[src/alte_pkg.sv]
// ----------------------------------------------------------------------------
// alte_pkg
// Shared types and constants for the array list table engine: list capacity,
// derived widths, operation and status codes, request/result beats and the
// word RAM port groups.
// ----------------------------------------------------------------------------
package alte_pkg;

  localparam int CAPACITY = 128;
  localparam int ADDR_W   = (CAPACITY > 1) ? $clog2(CAPACITY) : 1;
  localparam int CNT_W    = $clog2(CAPACITY + 1);
  localparam int POS_W    = 8;
  localparam int CMP_W    = ((CNT_W > POS_W) ? CNT_W : POS_W) + 1;
  localparam int WORD_W   = 32;
  localparam int OP_W     = 3;
  localparam int STAT_W   = 2;

  localparam logic [OP_W-1:0] OP_APPEND = 3'd0;
  localparam logic [OP_W-1:0] OP_READ   = 3'd1;
  localparam logic [OP_W-1:0] OP_SEARCH = 3'd2;
  localparam logic [OP_W-1:0] OP_UPDATE = 3'd3;
  localparam logic [OP_W-1:0] OP_DELETE = 3'd4;

  localparam logic [STAT_W-1:0] STAT_OK       = 2'd0;
  localparam logic [STAT_W-1:0] STAT_FULL     = 2'd1;
  localparam logic [STAT_W-1:0] STAT_BADPOS   = 2'd2;
  localparam logic [STAT_W-1:0] STAT_NOTFOUND = 2'd3;

  typedef struct packed {
    logic        [OP_W-1:0]   op;
    logic signed [WORD_W-1:0] value;
    logic        [POS_W-1:0]  position;
  } req_t;

  typedef struct packed {
    logic        [STAT_W-1:0] status;
    logic        [POS_W-1:0]  found_position;
    logic signed [WORD_W-1:0] read_data;
    logic        [POS_W-1:0]  entry_count;
  } rsp_t;

  typedef struct packed {
    logic              en;
    logic [ADDR_W-1:0] addr;
    logic [WORD_W-1:0] data;
  } ram_wr_t;

  typedef struct packed {
    logic              en;
    logic [ADDR_W-1:0] addr;
  } ram_rd_t;

endpackage

[src/array_list_table_engine.sv]
// ----------------------------------------------------------------------------
// array_list_table_engine
// Packed list of signed words with append, read, search, update and delete.
// Append, update, refused and unused ops never go busy. Read waits on the
// registered RAM word; search walks from position 1 to a match or the last
// word; delete at position p moves each later word down one place. Search and
// delete handle one word per cycle. Busy covers read, search and delete, which
// use the single RAM read port. Done is a one-cycle strobe; the receiver cannot
// stall. Synchronous reset empties the list at once; the word RAM is not cleared.
// ----------------------------------------------------------------------------
module array_list_table_engine
  import alte_pkg::*;
(
  input  logic clk,
  input  logic rst,
  input  logic start,
  output logic busy,
  input  req_t request,
  output logic done,
  output rsp_t result
);

  typedef enum logic [1:0] {
    S_IDLE,
    S_READ,
    S_SEARCH,
    S_DELETE
  } state_t;

  state_t            state;
  logic [CNT_W-1:0]  count;
  logic [ADDR_W-1:0] idx;
  logic [WORD_W-1:0] value_q;

  ram_wr_t           wr;
  ram_rd_t           rd;
  logic [WORD_W-1:0] rdata;

  logic              accept;
  logic [CMP_W-1:0]  pos_ext;
  logic [CMP_W-1:0]  cnt_ext;
  logic [CMP_W-1:0]  idx_ext;
  logic              pos_ok;
  logic [ADDR_W-1:0] pos_addr;
  logic              del_more;
  logic              srch_last;

  alte_word_ram u_ram (
    .clk   (clk),
    .wr    (wr),
    .rd    (rd),
    .rdata (rdata)
  );

  assign busy   = (state != S_IDLE);
  assign accept = start && !busy;

  // Decode position against the current count
  assign pos_ext   = CMP_W'(request.position);
  assign cnt_ext   = CMP_W'(count);
  assign idx_ext   = CMP_W'(idx);
  assign pos_ok    = (pos_ext != '0) && (pos_ext <= cnt_ext);
  assign pos_addr  = ADDR_W'(pos_ext - CMP_W'(1));
  assign del_more  = (idx_ext + CMP_W'(2)) < cnt_ext;
  assign srch_last = (idx_ext + CMP_W'(1)) >= cnt_ext;

  // Drive the RAM ports
  always_comb begin
    wr = '0;
    rd = '0;
    unique case (state)
      S_IDLE: begin
        if (accept) begin
          case (request.op)
            OP_APPEND: begin
              wr.en   = (cnt_ext < CMP_W'(CAPACITY));
              wr.addr = ADDR_W'(count);
              wr.data = request.value;
            end
            OP_READ: begin
              rd.en   = pos_ok;
              rd.addr = pos_addr;
            end
            OP_SEARCH: begin
              rd.en   = (count != '0);
              rd.addr = '0;
            end
            OP_UPDATE: begin
              wr.en   = pos_ok;
              wr.addr = pos_addr;
              wr.data = request.value;
            end
            OP_DELETE: begin
              rd.en   = pos_ok && (pos_ext < cnt_ext);
              rd.addr = ADDR_W'(pos_ext);
            end
            default: begin
            end
          endcase
        end
      end
      S_SEARCH: begin
        rd.en   = (rdata != value_q) && !srch_last;
        rd.addr = idx + ADDR_W'(1);
      end
      S_DELETE: begin
        wr.en   = 1'b1;
        wr.addr = idx;
        wr.data = rdata;
        rd.en   = del_more;
        rd.addr = idx + ADDR_W'(2);
      end
      default: begin
      end
    endcase
  end

  // Sequence the ops and register the result beat
  always_ff @(posedge clk) begin
    if (rst) begin
      state <= S_IDLE;
      count <= '0;
      done  <= 1'b0;
    end else begin
      done <= 1'b0;
      unique case (state)
        S_IDLE: begin
          if (accept) begin
            value_q               <= request.value;
            result.status         <= STAT_OK;
            result.found_position <= '0;
            result.read_data      <= '0;
            result.entry_count    <= POS_W'(count);
            case (request.op)
              OP_APPEND: begin
                done <= 1'b1;
                if (cnt_ext < CMP_W'(CAPACITY)) begin
                  count              <= count + CNT_W'(1);
                  result.entry_count <= POS_W'(count + CNT_W'(1));
                end else begin
                  result.status <= STAT_FULL;
                end
              end
              OP_READ: begin
                if (pos_ok) begin
                  state <= S_READ;
                end else begin
                  done          <= 1'b1;
                  result.status <= STAT_BADPOS;
                end
              end
              OP_SEARCH: begin
                idx <= '0;
                if (count != '0) begin
                  state <= S_SEARCH;
                end else begin
                  done          <= 1'b1;
                  result.status <= STAT_NOTFOUND;
                end
              end
              OP_UPDATE: begin
                done <= 1'b1;
                if (!pos_ok) begin
                  result.status <= STAT_BADPOS;
                end
              end
              OP_DELETE: begin
                idx <= pos_addr;
                if (!pos_ok) begin
                  done          <= 1'b1;
                  result.status <= STAT_BADPOS;
                end else if (pos_ext < cnt_ext) begin
                  state <= S_DELETE;
                end else begin
                  // Last word: drop it without moving anything
                  done               <= 1'b1;
                  count              <= count - CNT_W'(1);
                  result.entry_count <= POS_W'(count - CNT_W'(1));
                end
              end
              default: begin
                done <= 1'b1;
              end
            endcase
          end
        end
        S_READ: begin
          done             <= 1'b1;
          result.read_data <= rdata;
          state            <= S_IDLE;
        end
        S_SEARCH: begin
          if (rdata == value_q) begin
            done                  <= 1'b1;
            result.found_position <= POS_W'(idx_ext + CMP_W'(1));
            state                 <= S_IDLE;
          end else if (srch_last) begin
            done          <= 1'b1;
            result.status <= STAT_NOTFOUND;
            state         <= S_IDLE;
          end else begin
            idx <= idx + ADDR_W'(1);
          end
        end
        S_DELETE: begin
          // Move one word down per cycle; advance until the tail is reached
          if (del_more) begin
            idx <= idx + ADDR_W'(1);
          end else begin
            done               <= 1'b1;
            count              <= count - CNT_W'(1);
            result.entry_count <= POS_W'(count - CNT_W'(1));
            state              <= S_IDLE;
          end
        end
        default: begin
          state <= S_IDLE;
        end
      endcase
    end
  end

endmodule

[src/alte_word_ram.sv]
// ----------------------------------------------------------------------------
// alte_word_ram
// Word store of the list: one write port and one read port, read data
// registered. No reset: entries are undefined until written.
// ----------------------------------------------------------------------------
module alte_word_ram
  import alte_pkg::*;
(
  input  logic              clk,
  input  ram_wr_t           wr,
  input  ram_rd_t           rd,
  output logic [WORD_W-1:0] rdata
);

  logic [WORD_W-1:0] mem [CAPACITY];

  // Write the beat and register the read word
  always_ff @(posedge clk) begin
    if (wr.en) begin
      mem[wr.addr] <= wr.data;
    end
    if (rd.en) begin
      rdata <= mem[rd.addr];
    end
  end

endmodule
[config.mk]
export PLATFORM = sky130hd
export DESIGN_NAME = array_list_table_engine
export DESIGN_NICKNAME = d
export VERILOG_FILES = /design/src/alte_pkg.sv /design/src/array_list_table_engine.sv /design/src/alte_word_ram.sv
export SDC_FILE = /design/constraint.sdc
export NUM_CORES = 2
export LEC_CHECK = 0
export ABC_CLOCK_PERIOD_IN_PS = 14000
export BUFFER_PORTS_ARGS = -buffer_cell sky130_fd_sc_hd__buf_2
export CAP_MARGIN = 20
export CORE_MARGIN = 2
export CORE_UTILIZATION = 35
export CTS_CLUSTER_SIZE = 16
export DETAILED_ROUTE_END_ITERATION = 8
export GPL_ROUTABILITY_DRIVEN = 0
export HOLD_SLACK_MARGIN = 0.15
export PLACE_DENSITY = 0.53
export SLEW_MARGIN = 20
export SYNTH_ARGS = -nofsm -noshare
export SYNTH_HDL_FRONTEND = slang
export SYNTH_SLANG_ARGS = --single-unit
[constraint.sdc]
create_clock -name clk -period 14 [get_ports clk]
set_clock_uncertainty 0.1 [all_clocks]
set_input_delay 1.4 -clock clk [delete_from_list [all_inputs] [get_ports clk]]
set_output_delay 1.4 -clock clk [all_outputs]
set_load 0.005 [all_outputs]
# Word-level counts from Yosys, hierarchy flattened
# Memories as Yosys holds them, arrays and structs flattened. A register that Yosys moved wholly into a read port is not among the register bits.
# Index checks and enable logic that the tools add are counted.
[totals] reg_bits=100 ram_bits=4096 input_bits=46 output_inout_bits=52 elab_cells=122 n_memories=1
[classes] add_sub_neg=7 magnitude_cmp=5 eq_ne=23 muxes=52 bitwise=1 n_reduce_logical=24
[memory_table] memory="u_ram.mem" depth=128 width=32 rd=1 rd_ports_with_merged_regs=1 wr=1 line_no="alte_word_ram.sv:15" source="logic [WORD_W-1:0] mem [CAPACITY];"
[op_table] operator="40-bit case mux with 2 select lines" n=2
[op_table] operator="32-bit case mux with 2 select lines" n=1
[op_table] operator="8-bit two-way mux" n=7
[op_table] operator="50-bit two-way mux" n=1
[op_table] operator="8-bit case mux with 2 select lines" n=3
[op_table] operator="8-bit case mux with 3 select lines" n=2
[op_table] operator="40-bit two-way mux" n=1
[op_table] operator="32-bit == test" n=1
[op_table] operator="32-bit != test" n=1
[op_table] operator="7-bit two-way mux" n=4
[op_table] operator="2-bit two-way mux" n=12
[op_table] operator="7-bit case mux with 3 select lines" n=1
[op_table] operator="10-bit case mux with 2 select lines" n=1
[op_table] operator="8-bit < comparator" n=2
[op_table] operator="3-bit != test (second input constant)" n=5
[op_table] operator="2-bit != test (second input constant)" n=7
[op_table] operator="7-bit case mux with 2 select lines" n=1
[op_table] operator="2-bit case mux with 3 select lines" n=2
[op_table] operator="1-bit two-way mux" n=11
[op_table] operator="9-bit by 8-bit >= comparator with 1-bit output" n=1
[op_table] operator="3-bit AND reduction" n=3
[op_table] operator="9-bit nonzero test" n=1
[op_table] operator="7-bit by 1-bit adder with 8-bit output (second input constant)" n=1
[op_table] operator="7-bit by 2-bit adder with 8-bit output (second input constant)" n=1
[op_table] operator="other kinds (30)" n=40

# Depth between registers and ports, before layout
[depth] depth_word=7 mapped_depth=16 depth_no_buf=12

# Hierarchy
# A second synthesis with hierarchy kept.
[unflattened] cells_unflattened=6612 area_unflattened_um2=162778.6
[by_module_without_submodules] mod="alte_word_ram" instances=1 cells_per_inst=5990 area_per_inst_um2=156596.4 seq_area_each_um2=123958.9
[by_module_without_submodules] mod="array_list_table_engine" instances=1 cells_per_inst=622 area_per_inst_um2=6182.2 seq_area_each_um2=2892.8

# Worst setup path before layout
# Ideal clock, no wire load.
[synth_path] path_type="input-to-reg" start="in start" end="mem u_ram.mem[0][0], data pin" arrival_time_ns=5.713 required_time_ns=13.104 slack_ns=7.390 cell_stages=8 cell_sequence="buf_2 nand2_1 or2_2 clkbuf_1 a21oi_1 clkbuf_1 a22oi_1 nor2_1"
[synth_rtl] item="start: declaration" line_no="array_list_table_engine.sv:16" source="input logic start,"
[synth_rtl] item="end: declaration" line_no="alte_word_ram.sv:15"

# Worst setup path after layout
[layout_path] start="reg state[0]" end="reg u_ram.rdata[30] (read register of u_ram.mem), data pin"
[layout_via] elab_chain_cells=5 elab_cells_between_ends=8 cone_classes="eq/ne: 2; mux: 2; reduce/logical: 4"
[layout_lines] item="start: declaration" line_no="array_list_table_engine.sv:30" source="state_t state;"
[layout_lines] item="start signal: assignment" line_no="array_list_table_engine.sv:121" source="state <= S_IDLE;"
[layout_lines] item="start signal: assignment" line_no="array_list_table_engine.sv:146" source="state <= S_READ;"
[layout_lines] item="start signal: assignment" line_no="array_list_table_engine.sv:155" source="state <= S_SEARCH;"
[layout_lines] item="2-bit nonzero test" line_no="array_list_table_engine.sv:55" source="assign busy = (state != S_IDLE);"
[layout_lines] item="1-bit zero test" line_no="array_list_table_engine.sv:56" source="assign accept = start && !busy;"
[layout_lines] item="1-bit logical AND" line_no="array_list_table_engine.sv:56"
[layout_lines] item="8-bit two-way mux" line_no="array_list_table_engine.sv:73" source="if (accept) begin"
[layout_lines] item="8-bit case mux with 3 select lines (*)" line_no="array_list_table_engine.sv:71" source="unique case (state)"
[layout_lines] item="end: declaration" line_no="alte_word_ram.sv:12" source="output logic [WORD_W-1:0] rdata"
# Every way passes the cells marked *; elsewhere a longest branch is shown, timed or not.
# A chain may end at the register's enable or synchronous reset.

==> flow_metrics.py <==
metrics = {
    "status": {
        "status": "completed",
    },
    "global_routing": {
        "grt_usage_pct": 23.3,
        "grt_pass1_vias": 105000,
        "grt_max_degree": 149,
        "grt_overflow_total": 0,
        "antenna_found_initial": 44,
        "grt_pass1_wl_mm": 831,
    },
    "route": {
        "dr.first_iter.drc_count": 17200,
        "drc": 0,
        "wirelength_mm": 596,
        "post_drt_via_cell_ratio": 5.90,
        "wl_per_cell_microns": 31.0,
        "drtAntennaViolNets": 0,
        "first_pass_iters": 7,
        "vias": 114000,
    },
    "sta": {
        "max_freq_mhz": 132,
        "period_share_pct": 53.9,
        "post-route-min-period_ps": 7550,
        "setup_viol": 0,
        "finalHoldViolCount": 0,
        "drv_slew": 0,
        "relSlewSlack_pct": 11.3,
        "tns_ps": 0,
        "rsz0062_at_grt": "no",
        "whs_ps": 444,
        "worst-slew-pin-transition_ps": 1320,
    },
    "layout": {
        "final_util_pct": 40.1,
        "drive_gt1_share_pct": 11.3,
        "stdcell_area_sq_um": 195000,
        "syn_to_final_growth_pct": 14.1,
        "final_cell_mix": "4,217 x edfxtp_1, 1,539 x nand2_1, 1,192 x nor3_1, 707 x nand3_1, 649 x nor2_1",
        "final_cells": 19200,
        "layout.cells.most_common": "edfxtp_1",
        "nNetsFinal": 12500,
    },
    "setup_path": {
        "end_kind": "flip-flop",
        "critPathRequiredTime_ps": 14730,
        "rrSetupSlack_ps": 6450,
        "crit_type": "reg2reg",
        "cp-start-kind": "flip-flop",
        "cp_max_fo": 97,
        "worst_ep_arrival_time_ps": 8280,
    },
    "clock_network": {
        "cts_tree": "built",
        "cts_buffer_depth": 4,
        "cts.htree.levels": 5,
        "ctsHoldBuffers": 0,
        "cts_setup_buffers": 0,
        "clkSlewWorstSetupHoldPaths_ps": 60,
        "cts_inserted_buffers": 447,
        "cts_resized": 0,
        "clk_latency_ps": 1020,
        "cts.sinks": 4228,
        "clockRootBuffer": "clkbuf_16",
    },
    "synthesis": {
        "synth_compound_area_share_pct": 8.04,
        "synth_edf_count": 4217,
        "synthFlopType": "edfxtp_1",
        "synthesis.area_sq_um": 171000,
        "ys_seq_elements": 4228,
        "yosys.area_share.adder_pct": 0.249,
        "synth-simple-area-share_pct": 13.6,
        "async_reset_ff_share_pct": 0,
        "syn_inst": 12500,
        "synthDistinctLibCells": 82,
        "synthXorXnorAreaFrac_pct": 0.266,
        "synth_mux_area_share_pct": 1.11,
        "synth-warning-count": 0,
        "synth.avg_cell_area_sq_um": 13.7,
        "synth_top_family_by_area": "simple AND/OR/NAND/NOR gates",
        "synthesis.nets": 12500,
        "ys_seq_area_share_pct": 74.2,
    },
    "floorplanning": {
        "die_x_microns": 703,
        "start_util_pct": 35.2,
        "io_pins": 98,
        "fp.coreArea_sq_um": 487000,
        "die_h_microns": 703,
        "fp-row-count": 256,
        "die-area_sq_um": 494000,
    },
    "flow_run": {
        "max_cap_viol_count": 0,
    },
    "pwr": {
        "ir_drop_mv": 0.112,
        "p_leak_nw": 63.8,
        "power_density_nw_per_um2": 137,
    },
    "place": {
        "dp_hpwl_mm": 331,
        "dp.cells": 18400,
        "dpl_cell_area_sq_um": 181000,
        "port_buffers": 97,
    },
    "hold_path": {
        "hp-class": "reg2reg",
    },
}
where the power goes:
| part | internal, mW | switching [mW] |
|---|---|---|
| combinational | 0.301 | 0.999 |
| clock | 6.49 | 5.06 |
| sequential | 13.9 | 0.0212 |
| total | 20.7 | 6.08 |
registers in the layout (all words and copies together), names as in the netlist:
| signal | flops |
|---|---|
| state | 2 |
| result | 50 |
| value_q | 32 |
| done | 1 |
| count | 8 |
| u_ram.mem | 4096 |
| u_ram.rdata | 32 |
| idx | 7 |
metal layers:
layer	vias up	wire length (microns)	GRT usage [%]
met5	-	38	0
met4	4	24700	8.27
met1	58700	248000	33.7
met3	862	56100	3.51
met2	5908	268000	35.8
li1	48100	-	-
path summary, 6_finish.rpt:
path	from	to	depth (start not counted)
worst min register to register	count[7]	count[7]	2
worst max register to register	state[0]	u_ram.rdata[30]	14
worst min-delay path	count[7]	count[7]	2
worst max-delay path	state[0]	u_ram.rdata[30]	14
synth_stat cells (10+ instances only):
library cell,n,share of area (%)
buf_4,18,0.079
nor2_1,806,1.8
a211oi_1,292,1.3
and2_1,43,0.16
mux2i_1,44,0.26
nand2_1,1553,3.4
o311ai_0,395,2.0
nor4_1,26,0.095
a311oi_1,128,0.66
edfxtp_1,4217,74
xor2_1,41,0.21
a31oi_1,197,0.72
ha_1,34,0.25
nand4_1,100,0.37
mux4_2,63,0.83
a21oi_1,294,0.86
o32ai_1,32,0.16
or3_1,354,1.3
dfxtp_1,11,0.13
o21a_1,12,0.053
and3_1,199,0.73
o31ai_1,106,0.47
a22oi_1,103,0.45
nand3_1,708,2.1
inv_1,22,0.048
o211ai_1,41,0.18
o22ai_1,13,0.048
nor3_1,1207,3.5
buf_2,207,0.61
o21ai_0,278,0.81
xnor2_1,11,0.056
clkbuf_1,684,1.5
buf_1,109,0.24
buf_6,10,0.066
logic make-up (layout without fill, tap and decap cells):
logic type | count (synthesis) | in the layout
flops | 4228 | 4228
mux | 110 | 110
compound gates | 1952 | 1952
simple gates | 5037 | 5037
xor+xnor | 52 | 52
buf+inv | 1054 | 1364
other cells | 0 | 16
fa+ha+maj | 34 | 34
critical path, stage by stage (launching register included):
cell and delay [ps]:
dfxtp_1 400, inv_1 130, ha_1 480, mux2_8 650
buf_4 500, nor2_8 720, buf_12 460, buf_4 680
buf_4 770, nor3_1 170, nor4_1 940, nor4_1 90
a31oi_1 210, nand3_1 290, o2111ai_1 210
metrics by stage:
stage	worst slack [ps]	total power, mW
floorplan	7390	14.8
global placement	6070	15.4
detailed placement	6370	15.4
CTS	6800	26.8
global route	6460	27.4
finish	6450	26.7
cell type report:
type                    instances  area [sq um]
diodes                         16          40.0
clock buffers                 559         11700
clock inverters               265          2280
fillers                     44700        291000
inverters                      23          86.3
multi-input cells            7185         41500
flip-flops and latches       4228        127000
well taps                    6450          8070
repair buffers                517          4500
Note: power is estimated with default switching activity, not from simulation.
